$ cat src/ehmab_pkg.sv
package ehmab_pkg;

    // default build values
    localparam int WINDOW_MAX      = 64;
    localparam int SAMPLE_BITS     = 16;
    localparam int COEFF_FRAC_BITS = 15;

    // filter state carries 8 fraction bits below the sample
    localparam int STATE_FRAC = 8;

    // register file layout
    localparam int COEFF_W    = 16;
    localparam int WLEN_W     = 7;
    localparam int CFG_IDX_W  = 3;
    localparam int CFG_DATA_W = 16;

    localparam logic [COEFF_W-1:0] COEFF_RESET = 16'd27853;
    localparam logic [WLEN_W-1:0]  WLEN_RESET  = 7'd10;

    typedef enum logic [CFG_IDX_W-1:0] {
        REG_LPF_COEFF     = 3'd0,
        REG_HPF_COEFF     = 3'd1,
        REG_LPF_ENABLE    = 3'd2,
        REG_HPF_ENABLE    = 3'd3,
        REG_AVG_ENABLE    = 3'd4,
        REG_WINDOW_LENGTH = 3'd5
    } t_reg_idx;

endpackage

$ cat src/ehmab_ifs.sv
interface ehmab_in_if #(
    parameter int SAMPLE_BITS = ehmab_pkg::SAMPLE_BITS
);
    logic                          valid;
    logic                          ready;
    logic signed [SAMPLE_BITS-1:0] sample;

    modport source (output valid, output sample, input ready);
    modport sink   (input valid, input sample, output ready);
endinterface

interface ehmab_out_if #(
    parameter int SAMPLE_BITS = ehmab_pkg::SAMPLE_BITS
);
    logic                          valid;
    logic                          ready;
    logic signed [SAMPLE_BITS-1:0] lowpass_out;
    logic                          lowpass_valid;
    logic signed [SAMPLE_BITS-1:0] highpass_out;
    logic                          highpass_valid;
    logic signed [SAMPLE_BITS-1:0] average_out;
    logic                          average_valid;

    modport source (
        output valid, output lowpass_out, output lowpass_valid,
        output highpass_out, output highpass_valid,
        output average_out, output average_valid,
        input  ready
    );
    modport sink (
        input  valid, input lowpass_out, input lowpass_valid,
        input  highpass_out, input highpass_valid,
        input  average_out, input average_valid,
        output ready
    );
endinterface

interface ehmab_cfg_if;
    logic                                valid;
    logic                                ready;
    logic [ehmab_pkg::CFG_IDX_W-1:0]     index;
    logic [ehmab_pkg::CFG_DATA_W-1:0]    data;

    modport source (output valid, output index, output data, input ready);
    modport sink   (input valid, input index, input data, output ready);
endinterface

$ cat src/ema_highpass_moving_average_bank.sv
// Filter bank: each sample word runs through an exponential low-pass, an exponential
// high-pass (sample minus its running average) and a moving average over the last
// window_length samples, each with its own enable; a disabled filter holds its state
// and returns zero with its valid bit low. Each accepted sample runs through a multiply
// for each exponential filter on a single shared multiplier, then a two-bits-per-cycle
// divider for the average, then into the output register, which it enters only when
// no previous result is held there; no new sample is accepted before that. A new
// sample is taken while the previous result still waits there. The window samples
// live in one memory with a registered read; a fill count marks entries written since
// the last clear, so reset and writes to avg_enable or window_length need no clearing
// pass. The config port is always ready; the user must write it only while the block is
// idle, and the block itself does not enforce this.
module ema_highpass_moving_average_bank #(
    parameter int WINDOW_MAX      = ehmab_pkg::WINDOW_MAX,
    parameter int SAMPLE_BITS     = ehmab_pkg::SAMPLE_BITS,
    parameter int COEFF_FRAC_BITS = ehmab_pkg::COEFF_FRAC_BITS
) (
    input  logic         i_clk,
    input  logic         i_rst_n,
    ehmab_cfg_if.sink    i_cfg,
    ehmab_in_if.sink     i_smp,
    ehmab_out_if.source  o_res
);

    localparam int SB       = SAMPLE_BITS;
    localparam int SF       = ehmab_pkg::STATE_FRAC;
    localparam int CW       = ehmab_pkg::COEFF_W;
    localparam int ST_W     = SB + SF;
    localparam int CF_W     = COEFF_FRAC_BITS + 1;
    localparam int CMP_W    = (CF_W > CW) ? CF_W : CW;
    localparam int DIFF_W   = ST_W + 1;
    localparam int PROD_W   = CF_W + 1 + DIFF_W;
    localparam int ACC_W    = PROD_W + 1;
    localparam int A_W      = $clog2(WINDOW_MAX);
    localparam int L_W      = $clog2(WINDOW_MAX + 1);
    localparam int LC_W     = (L_W > ehmab_pkg::WLEN_W) ? L_W : ehmab_pkg::WLEN_W;
    localparam int SUM_W    = SB + A_W;
    localparam int DIV_BITS = 2;
    localparam int MAG_W    = ((SUM_W + DIV_BITS - 1) / DIV_BITS) * DIV_BITS;
    localparam int DIV_CYC  = MAG_W / DIV_BITS;
    localparam int DC_W     = $clog2(DIV_CYC);

    localparam logic [CF_W-1:0]         COEFF_ONE = {1'b1, {COEFF_FRAC_BITS{1'b0}}};
    localparam logic signed [ACC_W-1:0] RND_C     = ACC_W'(1) << (COEFF_FRAC_BITS - 1);
    localparam logic signed [ST_W:0]    RND_LO    = (ST_W + 1)'(1) << (SF - 1);
    localparam logic signed [ST_W+1:0]  RND_HI    = (ST_W + 2)'(1) << (SF - 1);
    localparam logic signed [SB-1:0]    SMP_MAX   = {1'b0, {(SB - 1){1'b1}}};
    localparam logic signed [SB-1:0]    SMP_MIN   = {1'b1, {(SB - 1){1'b0}}};

    typedef enum logic [2:0] {
        S_IDLE,
        S_LP,
        S_HP,
        S_DIV,
        S_OUT
    } t_state;

    // configuration
    logic [CW-1:0]                    r_lpf_coeff;
    logic [CW-1:0]                    r_hpf_coeff;
    logic                             r_lpf_en;
    logic                             r_hpf_en;
    logic                             r_avg_en;
    logic [ehmab_pkg::WLEN_W-1:0]     r_wlen;

    // filter state
    logic signed [ST_W-1:0]           r_lp_prev;
    logic signed [ST_W-1:0]           r_hp_prev;
    logic signed [SUM_W-1:0]          r_sum;
    logic [A_W-1:0]                   r_head;
    logic [L_W-1:0]                   r_fill;

    // window memory
    logic signed [SB-1:0]             r_win [WINDOW_MAX];
    logic signed [SB-1:0]             r_win_rd;
    logic                             r_old_ok;

    // datapath
    t_state                           r_state;
    logic signed [SB-1:0]             r_x;
    logic signed [PROD_W-1:0]         r_prod;
    logic [L_W-1:0]                   r_div_rem;
    logic [MAG_W-1:0]                 r_div_q;
    logic                             r_div_neg;
    logic [DC_W-1:0]                  r_div_cnt;

    // output register
    logic                             r_out_valid;
    logic signed [SB-1:0]             r_out_lo;
    logic                             r_out_lo_v;
    logic signed [SB-1:0]             r_out_hi;
    logic                             r_out_hi_v;
    logic signed [SB-1:0]             r_out_av;
    logic                             r_out_av_v;

    logic                             cfg_fire;
    logic                             smp_fire;
    logic [CF_W-1:0]                  a_lp;
    logic [CF_W-1:0]                  a_hp;
    logic signed [ST_W-1:0]           xs;
    logic [CF_W-1:0]                  mul_a;
    logic signed [DIFF_W-1:0]         mul_d;
    logic signed [PROD_W-1:0]         n_prod;
    logic signed [ST_W-1:0]           upd_base;
    logic signed [ACC_W-1:0]          acc;
    logic signed [ST_W-1:0]           n_flt;
    logic [LC_W-1:0]                  wl_ext;
    logic [L_W-1:0]                   win_len;
    logic [L_W:0]                     old_t;
    logic [A_W-1:0]                   rd_addr;
    logic signed [SB-1:0]             old_smp;
    logic signed [SUM_W-1:0]          n_sum;
    logic [A_W-1:0]                   n_head;
    logic [L_W-1:0]                   n_fill;
    logic [SUM_W-1:0]                 sum_abs;
    logic [L_W:0]                     div_t;
    logic [L_W-1:0]                   n_rem;
    logic [MAG_W-1:0]                 n_q;
    logic                             div_first;
    logic signed [ST_W:0]             lo_rnd;
    logic signed [SB:0]               lo_v;
    logic signed [SB-1:0]             lo_sat;
    logic signed [ST_W+1:0]           hi_rnd;
    logic signed [SB+1:0]             hi_v;
    logic signed [SB-1:0]             hi_sat;
    logic signed [MAG_W:0]            q_s;
    logic signed [SB-1:0]             av_sat;

    assign cfg_fire    = i_cfg.valid && i_cfg.ready;
    assign smp_fire    = i_smp.valid && i_smp.ready;
    assign i_cfg.ready = 1'b1;
    assign i_smp.ready = (r_state == S_IDLE);

    // coefficients above one act as one
    assign a_lp = (CMP_W'(r_lpf_coeff) > CMP_W'(COEFF_ONE)) ? COEFF_ONE : CF_W'(r_lpf_coeff);
    assign a_hp = (CMP_W'(r_hpf_coeff) > CMP_W'(COEFF_ONE)) ? COEFF_ONE : CF_W'(r_hpf_coeff);

    assign xs = {r_x, {SF{1'b0}}};

    // low-pass: one*xs + a*(prev - xs); high-pass average: one*b + a*(xs - b)
    always_comb begin
        if (r_state == S_LP) begin
            mul_a = a_lp;
            mul_d = DIFF_W'(r_lp_prev) - DIFF_W'(xs);
        end else begin
            mul_a = a_hp;
            mul_d = DIFF_W'(xs) - DIFF_W'(r_hp_prev);
        end
    end

    assign n_prod = PROD_W'($signed({1'b0, mul_a})) * PROD_W'(mul_d);

    assign upd_base = (r_state == S_HP) ? xs : r_hp_prev;
    assign acc      = (ACC_W'(upd_base) <<< COEFF_FRAC_BITS) + ACC_W'(r_prod) + RND_C;
    assign n_flt    = acc[COEFF_FRAC_BITS +: ST_W];

    // window length clamped to 1..WINDOW_MAX
    assign wl_ext = LC_W'(r_wlen);
    always_comb begin
        if (wl_ext == '0) begin
            win_len = L_W'(1);
        end else if (wl_ext > LC_W'(WINDOW_MAX)) begin
            win_len = L_W'(WINDOW_MAX);
        end else begin
            win_len = L_W'(wl_ext);
        end
    end

    // address of the sample leaving the window
    assign old_t   = (L_W + 1)'(r_head) - (L_W + 1)'(win_len);
    assign rd_addr = old_t[L_W] ? A_W'(old_t + (L_W + 1)'(WINDOW_MAX)) : A_W'(old_t);

    assign old_smp = r_old_ok ? r_win_rd : '0;
    assign n_sum   = r_sum - SUM_W'(old_smp) + SUM_W'(r_x);
    assign n_head  = (r_head == A_W'(WINDOW_MAX - 1)) ? '0 : r_head + 1'b1;
    assign n_fill  = (r_fill == L_W'(WINDOW_MAX)) ? r_fill : r_fill + 1'b1;

    assign sum_abs = r_sum[SUM_W-1] ? (~r_sum + 1'b1) : r_sum;

    // restoring divide, dividend shifts out of the top of q as quotient bits enter
    always_comb begin
        n_rem = r_div_rem;
        n_q   = r_div_q;
        div_t = '0;
        for (int k = 0; k < DIV_BITS; k++) begin
            div_t = {n_rem, n_q[MAG_W-1]};
            n_q   = {n_q[MAG_W-2:0], 1'b0};
            if (div_t >= (L_W + 1)'(win_len)) begin
                div_t  = div_t - (L_W + 1)'(win_len);
                n_q[0] = 1'b1;
            end
            n_rem = div_t[L_W-1:0];
        end
    end

    assign div_first = (r_state == S_DIV) && (r_div_cnt == DC_W'(DIV_CYC - 1));

    // results back to sample format with saturation
    assign lo_rnd = (ST_W + 1)'(r_lp_prev) + RND_LO;
    assign lo_v   = lo_rnd[ST_W:SF];
    assign lo_sat = (lo_v[SB] == lo_v[SB-1]) ? lo_v[SB-1:0] : (lo_v[SB] ? SMP_MIN : SMP_MAX);

    assign hi_rnd = (ST_W + 2)'(xs) - (ST_W + 2)'(r_hp_prev) + RND_HI;
    assign hi_v   = hi_rnd[ST_W+1:SF];
    assign hi_sat = ((&hi_v[SB+1:SB-1]) || !(|hi_v[SB+1:SB-1])) ? hi_v[SB-1:0]
                  : (hi_v[SB+1] ? SMP_MIN : SMP_MAX);

    assign q_s    = r_div_neg ? -$signed({1'b0, r_div_q}) : $signed({1'b0, r_div_q});
    assign av_sat = ((&q_s[MAG_W:SB-1]) || !(|q_s[MAG_W:SB-1])) ? q_s[SB-1:0]
                  : (q_s[MAG_W] ? SMP_MIN : SMP_MAX);

    // configuration and filter state
    always_ff @(posedge i_clk) begin
        if (!i_rst_n) begin
            r_lpf_coeff <= ehmab_pkg::COEFF_RESET;
            r_hpf_coeff <= ehmab_pkg::COEFF_RESET;
            r_lpf_en    <= 1'b0;
            r_hpf_en    <= 1'b0;
            r_avg_en    <= 1'b0;
            r_wlen      <= ehmab_pkg::WLEN_RESET;
            r_lp_prev   <= '0;
            r_hp_prev   <= '0;
            r_sum       <= '0;
            r_head      <= '0;
            r_fill      <= '0;
        end else begin
            if (cfg_fire) begin
                case (ehmab_pkg::t_reg_idx'(i_cfg.index))
                    ehmab_pkg::REG_LPF_COEFF: begin
                        r_lpf_coeff <= i_cfg.data[CW-1:0];
                    end
                    ehmab_pkg::REG_HPF_COEFF: begin
                        r_hpf_coeff <= i_cfg.data[CW-1:0];
                    end
                    ehmab_pkg::REG_LPF_ENABLE: begin
                        r_lpf_en <= i_cfg.data[0];
                    end
                    ehmab_pkg::REG_HPF_ENABLE: begin
                        r_hpf_en <= i_cfg.data[0];
                    end
                    ehmab_pkg::REG_AVG_ENABLE: begin
                        r_avg_en <= i_cfg.data[0];
                        r_sum    <= '0;
                        r_head   <= '0;
                        r_fill   <= '0;
                    end
                    ehmab_pkg::REG_WINDOW_LENGTH: begin
                        r_wlen <= i_cfg.data[ehmab_pkg::WLEN_W-1:0];
                        r_sum  <= '0;
                        r_head <= '0;
                        r_fill <= '0;
                    end
                    default: begin
                    end
                endcase
            end
            if (r_state == S_LP && r_avg_en) begin
                r_sum  <= n_sum;
                r_head <= n_head;
                r_fill <= n_fill;
            end
            if (r_state == S_HP && r_lpf_en) begin
                r_lp_prev <= n_flt;
            end
            if (div_first && r_hpf_en) begin
                r_hp_prev <= n_flt;
            end
        end
    end

    // sequencer and output register
    always_ff @(posedge i_clk) begin
        if (!i_rst_n) begin
            r_state     <= S_IDLE;
            r_out_valid <= 1'b0;
        end else begin
            if (o_res.ready) begin
                r_out_valid <= 1'b0;
            end
            case (r_state)
                S_IDLE: begin
                    if (smp_fire) begin
                        r_state <= S_LP;
                    end
                end
                S_LP: begin
                    r_state <= S_HP;
                end
                S_HP: begin
                    r_state <= S_DIV;
                end
                S_DIV: begin
                    if (r_div_cnt == '0) begin
                        r_state <= S_OUT;
                    end
                end
                S_OUT: begin
                    if (!r_out_valid || o_res.ready) begin
                        r_state     <= S_IDLE;
                        r_out_valid <= 1'b1;
                        r_out_lo    <= r_lpf_en ? lo_sat : '0;
                        r_out_lo_v  <= r_lpf_en;
                        r_out_hi    <= r_hpf_en ? hi_sat : '0;
                        r_out_hi_v  <= r_hpf_en;
                        r_out_av    <= r_avg_en ? av_sat : '0;
                        r_out_av_v  <= r_avg_en;
                    end
                end
                default: begin
                    r_state <= S_IDLE;
                end
            endcase
        end
    end

    // window memory and datapath registers
    always_ff @(posedge i_clk) begin
        if (smp_fire) begin
            r_x      <= i_smp.sample;
            r_win_rd <= r_win[rd_addr];
            r_old_ok <= (r_fill > L_W'(rd_addr));
        end
        if (r_state == S_LP && r_avg_en) begin
            r_win[r_head] <= r_x;
        end
        if (r_state == S_LP || r_state == S_HP) begin
            r_prod <= n_prod;
        end
        if (r_state == S_HP) begin
            r_div_rem <= '0;
            r_div_q   <= MAG_W'(sum_abs);
            r_div_neg <= r_sum[SUM_W-1];
            r_div_cnt <= DC_W'(DIV_CYC - 1);
        end else if (r_state == S_DIV) begin
            r_div_rem <= n_rem;
            r_div_q   <= n_q;
            r_div_cnt <= r_div_cnt - 1'b1;
        end
    end

    assign o_res.valid          = r_out_valid;
    assign o_res.lowpass_out    = r_out_lo;
    assign o_res.lowpass_valid  = r_out_lo_v;
    assign o_res.highpass_out   = r_out_hi;
    assign o_res.highpass_valid = r_out_hi_v;
    assign o_res.average_out    = r_out_av;
    assign o_res.average_valid  = r_out_av_v;

`ifndef SYNTH
    // a window register write empties the window
    assert property (@(posedge i_clk) disable iff (!i_rst_n)
        (cfg_fire && (ehmab_pkg::t_reg_idx'(i_cfg.index) == ehmab_pkg::REG_AVG_ENABLE ||
                      ehmab_pkg::t_reg_idx'(i_cfg.index) == ehmab_pkg::REG_WINDOW_LENGTH))
        |=> (r_fill == '0 && r_head == '0 && r_sum == '0))
        else $error("window not cleared after window register write");

    // head follows the fill count until the memory has wrapped
    assert property (@(posedge i_clk) disable iff (!i_rst_n)
        (r_fill <= L_W'(WINDOW_MAX)) &&
        ((r_fill == L_W'(WINDOW_MAX)) || (L_W'(r_head) == r_fill)))
        else $error("window head and fill count disagree");

    // a finished result waits while the previous word is still held
    assert property (@(posedge i_clk) disable iff (!i_rst_n)
        (r_state == S_OUT && r_out_valid && !o_res.ready) |=> (r_state == S_OUT))
        else $error("pending result overwritten");
`endif

endmodule
$ cat src/flat_wrapper.sv
// flat-port wrapper written by rule: the top's interface ports become plain ports
module ema_highpass_moving_average_bank_flat 
#(
    parameter int WINDOW_MAX      = ehmab_pkg::WINDOW_MAX,
    parameter int SAMPLE_BITS     = ehmab_pkg::SAMPLE_BITS,
    parameter int COEFF_FRAC_BITS = ehmab_pkg::COEFF_FRAC_BITS
)
  (i_clk, i_rst_n, i_cfg_valid, i_cfg_index, i_cfg_data, i_cfg_ready, i_smp_valid, i_smp_sample, i_smp_ready, o_res_valid, o_res_lowpass_out, o_res_lowpass_valid, o_res_highpass_out, o_res_highpass_valid, o_res_average_out, o_res_average_valid, o_res_ready);
  ehmab_cfg_if i_cfg_i ();
  ehmab_in_if #(.SAMPLE_BITS(SAMPLE_BITS)) i_smp_i ();
  ehmab_out_if #(.SAMPLE_BITS(SAMPLE_BITS)) o_res_i ();
  input  logic i_clk;
  input  logic i_rst_n;
  input wire logic [$bits(i_cfg_i.valid)-1:0] i_cfg_valid;
  input wire logic [$bits(i_cfg_i.index)-1:0] i_cfg_index;
  input wire logic [$bits(i_cfg_i.data)-1:0] i_cfg_data;
  output wire logic [$bits(i_cfg_i.ready)-1:0] i_cfg_ready;
  input wire logic [$bits(i_smp_i.valid)-1:0] i_smp_valid;
  input wire logic [$bits(i_smp_i.sample)-1:0] i_smp_sample;
  output wire logic [$bits(i_smp_i.ready)-1:0] i_smp_ready;
  output wire logic [$bits(o_res_i.valid)-1:0] o_res_valid;
  output wire logic [$bits(o_res_i.lowpass_out)-1:0] o_res_lowpass_out;
  output wire logic [$bits(o_res_i.lowpass_valid)-1:0] o_res_lowpass_valid;
  output wire logic [$bits(o_res_i.highpass_out)-1:0] o_res_highpass_out;
  output wire logic [$bits(o_res_i.highpass_valid)-1:0] o_res_highpass_valid;
  output wire logic [$bits(o_res_i.average_out)-1:0] o_res_average_out;
  output wire logic [$bits(o_res_i.average_valid)-1:0] o_res_average_valid;
  input wire logic [$bits(o_res_i.ready)-1:0] o_res_ready;
  assign i_cfg_i.valid = i_cfg_valid;
  assign i_cfg_i.index = i_cfg_index;
  assign i_cfg_i.data = i_cfg_data;
  assign i_cfg_ready = i_cfg_i.ready;
  assign i_smp_i.valid = i_smp_valid;
  assign i_smp_i.sample = i_smp_sample;
  assign i_smp_ready = i_smp_i.ready;
  assign o_res_valid = o_res_i.valid;
  assign o_res_lowpass_out = o_res_i.lowpass_out;
  assign o_res_lowpass_valid = o_res_i.lowpass_valid;
  assign o_res_highpass_out = o_res_i.highpass_out;
  assign o_res_highpass_valid = o_res_i.highpass_valid;
  assign o_res_average_out = o_res_i.average_out;
  assign o_res_average_valid = o_res_i.average_valid;
  assign o_res_i.ready = o_res_ready;
  ema_highpass_moving_average_bank #(.WINDOW_MAX(WINDOW_MAX), .SAMPLE_BITS(SAMPLE_BITS), .COEFF_FRAC_BITS(COEFF_FRAC_BITS)) u_core (.i_clk(i_clk), .i_rst_n(i_rst_n), .i_cfg(i_cfg_i), .i_smp(i_smp_i), .o_res(o_res_i));
endmodule
$ cat config.mk
export PLATFORM = sky130hd
export DESIGN_NAME = ema_highpass_moving_average_bank_flat
export DESIGN_NICKNAME = d
export VERILOG_FILES = /design/src/ehmab_pkg.sv /design/src/ehmab_ifs.sv /design/src/ema_highpass_moving_average_bank.sv /design/src/flat_wrapper.sv
export SDC_FILE = /design/constraint.sdc
export NUM_CORES = 2
export LEC_CHECK = 0
export ABC_CLOCK_PERIOD_IN_PS = 16030
export BUFFER_PORTS_ARGS = -buffer_cell sky130_fd_sc_hd__buf_2
export CORE_MARGIN = 2
export CORE_UTILIZATION = 45
export CTS_BUF_LIST = sky130_fd_sc_hd__clkbuf_4 sky130_fd_sc_hd__clkbuf_8
export DETAILED_ROUTE_END_ITERATION = 10
export PLACE_DENSITY = 0.57
export SETUP_SLACK_MARGIN = 0.05
export SLEW_MARGIN = 20
export SYNTH_ARGS = -nofsm -noshare
export SYNTH_HDL_FRONTEND = slang
export SYNTH_SLANG_ARGS = --single-unit
$ cat constraint.sdc
create_clock -name i_clk -period 16.03 [get_ports i_clk]
set_input_delay 2.4045 -clock i_clk [delete_from_list [all_inputs] [get_ports i_clk]]
set_output_delay 2.4045 -clock i_clk [all_outputs]
set_load 0.02 [all_outputs]
==> results_dict.tcl <==
set metrics [dict create \
    outcome "finished, final reports clean" \
    p_per_area_nw_per_um2 213 \
    max-cap-violations 0 \
    clockRootBuffer "clkbuf_8" \
    antenna_found_initial 7 \
    grtUsageTotal_pct 23.5 \
    critical_path_arrival_ns 11.39 \
    worst_slack_ns 5.31 \
    coreArea_um2 154000 \
    dieArea_um2 159000 \
    synth.distinct_cells 93 \
    num_rows 144 \
    h-tree-depth 4 \
    hold_violations 0 \
    die_h_um 398 \
    drt-initial-drc-count 3839 \
    max_slew_margin_pct 26.0 \
    p_leak_nw 29.6 \
    routabilityCongestion 0.890 \
    yosys_warnings 0 \
    rr_endpoint "u_core.r_prod[38]$_DFFE_PP_" \
    ios 94 \
    yosysSeqAreaShare_pct 53.6 \
    hold_buffers 0 \
    portBuffers 92 \
    ant_nets 0 \
    dieWidth_um 398 \
    post-route-period-util_pct 66.9 \
    cts_buffers 210 \
    yosys_register_bits 1296 \
    synth_top_area_cell "edfxtp_1" \
    skew_ns 0.0782 \
    stdcell_count 7576 \
    cts-resized-gates 0 \
    r2r_cells 30 \
    synth_top_area_share_pct 49.6 \
    clock_latency_ns 0.96 \
    cp-start-kind "flip-flop" \
    grt_max_degree 129 \
    syn_area_um2 69900 \
    grt_overflow 0 \
    setup_viol 0 \
    min_from "u_core.r_div_rem[6]$_SDFFE_PP0P_" \
    start_util_pct 45.3 \
    slowest_stage "o21ai_1" \
    r2r-start "u_core.r_x[0]$_DFFE_PP_" \
    r2r_slack_ns 5.31 \
    slew_viol_final 0 \
    place_ws_ns 5.42 \
    cts.sinks 1296 \
    endpoint_kind "flip-flop" \
    tritoncts "yes" \
    cp_max_fo 68 \
    synth-main-ff-cell "edfxtp_1" \
    path_class "reg2reg" \
    vias 41900 \
    worstPathRequired_ns 16.70 \
    synth_cells 5107 \
    tns_ns 0 \
    dr.pass1.iters 7 \
    final_layout_size_suffix_gt1_share_pct 17.5 \
    max_freq_mhz 93.3 \
    hold_class "reg2reg" \
    rsz0062_at_grt "no" \
    clk_path_buf_depth 3 \
    cpMostUsedCell "fa_1" \
    area_delta_synth_final_pct 11.2 \
    hpwl_um 122000 \
    synthArstFlopShare_pct 0 \
    vdd_drop_max_mv 0.653 \
    cpPeakStageDelay_ns 0.76 \
    dp_cells 7178 \
    clk_pin_slew_ns 0.06 \
    viasPerCell 5.53 \
    drt_wl_total_um 183000 \
    min_period_ns 10.72 \
    yosys-top-cells-area "edfxtp_1 (50%), fa_1 (11%), mux4_2 (11%), dfxtp_1 (4.0%), ha_1 (3.8%)" \
    holdPathStages 2 \
    drcViolationCount 0 \
    avgSynthCellArea_um2 13.7 \
    synth_edf_count 1156 \
    grt_pass1_wl_um 275000 \
    post_cts_buffers 0 \
    nets 5985 \
    synth_nets 5746 \
    min_to "u_core.r_div_rem[6]$_SDFFE_PP0P_" \
    wire_per_inst_um 24.2 \
    worst_pin_slew_ns 1.08 \
    grt_pass1_vias 42900 \
]
==> through the flow <==
step	hold WS [ns]	util (%)	instance area, µm²	power (mW)
2_1_floorplan	0.406	-	69900	11.3
3_3_place_gp	0.439	47.6	73400	13.7
3_5_place_dp	0.446	47.6	73400	13.8
4_1_cts	0.456	50.4	77700	16.8
5_1_grt	0.485	50.4	77700	18.0
6_report	0.454	50.4	77700	16.6
==> worst max-delay path: cells and delay by family, from the launching register on <==
| family | cells | cell delay, ns |
|---|---|---|
| AO/OA/AOI/OAI | 10 | 3.65 |
| XOR/XNOR | 2 | 0.69 |
| buffers and inverters | 5 | 0.82 |
| adder cells (fa/ha/maj) | 8 | 3.66 |
| flip-flops | 1 | 0.32 |
| AND/OR/NAND/NOR | 5 | 1.28 |
==> logic make-up after synthesis <==
group	count (synthesis)	share of synthesized area, %
AOI/OAI and AO/OA	571	5.39
xor gates and xnor gates	193	2.45
adders and majority gates	600	14.9
buffers and inverters	817	4.40
DFF	1296	53.6
muxes	356	11.1
other	1	0.00536
and+or+nand+nor	1273	8.09
==> layout by cell type, fill, tap and decap left out, types with 140 or more instances in the layout <==
cell type / netlist / routed
clkbuf_8: 0 / 214
nor2_1: 342 / 328
o21ai_0: 150 / 150
edfxtp_1: 1156 / 1156
mux4_2: 336 / 336
ha_1: 210 / 209
inv_1: 615 / 614
nand2_1: 560 / 560
dfxtp_1: 140 / 140
fa_1: 389 / 388
==> synthesized netlist by cell type, drive strengths merged, types with 5 or more instances <==
cell	count
a21boi	66
or3	23
and3	26
nor4	16
and2	66
fa	389
nor3b	9
nor2b	32
a21o	47
o41ai	6
or2	11
o31ai	21
edfxtp	1156
ha	210
xnor2	122
a21oi	111
o21ai	164
mux2i	16
inv	615
nand2	560
a22o	12
xor2	70
a31oi	18
nand4	19
o211a	10
clkbuf	166
a41oi	5
o21bai	8
nand3	93
buf	35
a211oi	13
nand2b	18
a22oi	10
mux4	336
nand3b	5
nor2	342
dfxtp	140
o211ai	12
nor3	34
o21a	24
==> how the worst max path moves through the flow <==
stage,start,to,cells after the start
floorplan,u_core.r_x[1]$_DFFE_PP_,u_core.r_prod[38]$_DFFE_PP_,29
global placement,u_core.r_x[0]$_DFFE_PP_,u_core.r_prod[38]$_DFFE_PP_,30
detailed placement,u_core.r_x[0]$_DFFE_PP_,u_core.r_prod[38]$_DFFE_PP_,30
CTS,u_core.r_x[0]$_DFFE_PP_,u_core.r_prod[38]$_DFFE_PP_,30
global route,u_core.r_x[0]$_DFFE_PP_,u_core.r_prod[38]$_DFFE_PP_,30
finish,u_core.r_x[0]$_DFFE_PP_,u_core.r_prod[38]$_DFFE_PP_,30
==> report_power, final <==
part | internal, mW | switching, mW | total [mW]
Combinational | 3.90 | 5.41 | 9.31
Sequential | 4.26 | 0.0592 | 4.32
Clock | 1.53 | 1.40 | 2.93
==> state kept, by name (all words and copies together), names as in the netlist, 3 cells and up <==
register / count
u_core.r_x: 16
u_core.r_wlen: 7
u_core.r_div_q: 22
u_core.r_prod: 25
u_core.o_res.highpass_out: 16
u_core.r_fill: 7
u_core.r_state: 3
u_core.r_lpf_coeff: 16
u_core.r_lp_prev: 24
u_core.r_win_rd: 16
u_core.r_win: 1024
u_core.r_div_cnt: 4
u_core.r_div_rem: 7
u_core.r_head: 6
u_core.r_hpf_coeff: 16
u_core.r_sum: 22
u_core.o_res.average_out: 16
u_core.r_hp_prev: 24
u_core.o_res.lowpass_out: 16
==> area by class of cell <==
class                      instances  area, µm²
timing repair buffer             228       1510
clock inverter                   111        907
clock buffer                     281       3450
tap                             2044       2560
antenna                            6       15.0
fill                           13200      76500
multi-input combinational       2994      29500
sequential                      1296      37500
inverter                         616       2310
==> per-layer routing <==
layer,global-route usage [%],vias up,part of all wire [%]
met5,0,-,0
li1,-,18700,-
met2,38.8,1324,49
met3,3.42,295,5.6
met1,32.1,21600,42
met4,7.63,0,3.1
Note: power is estimated with default switching activity, not from simulation.
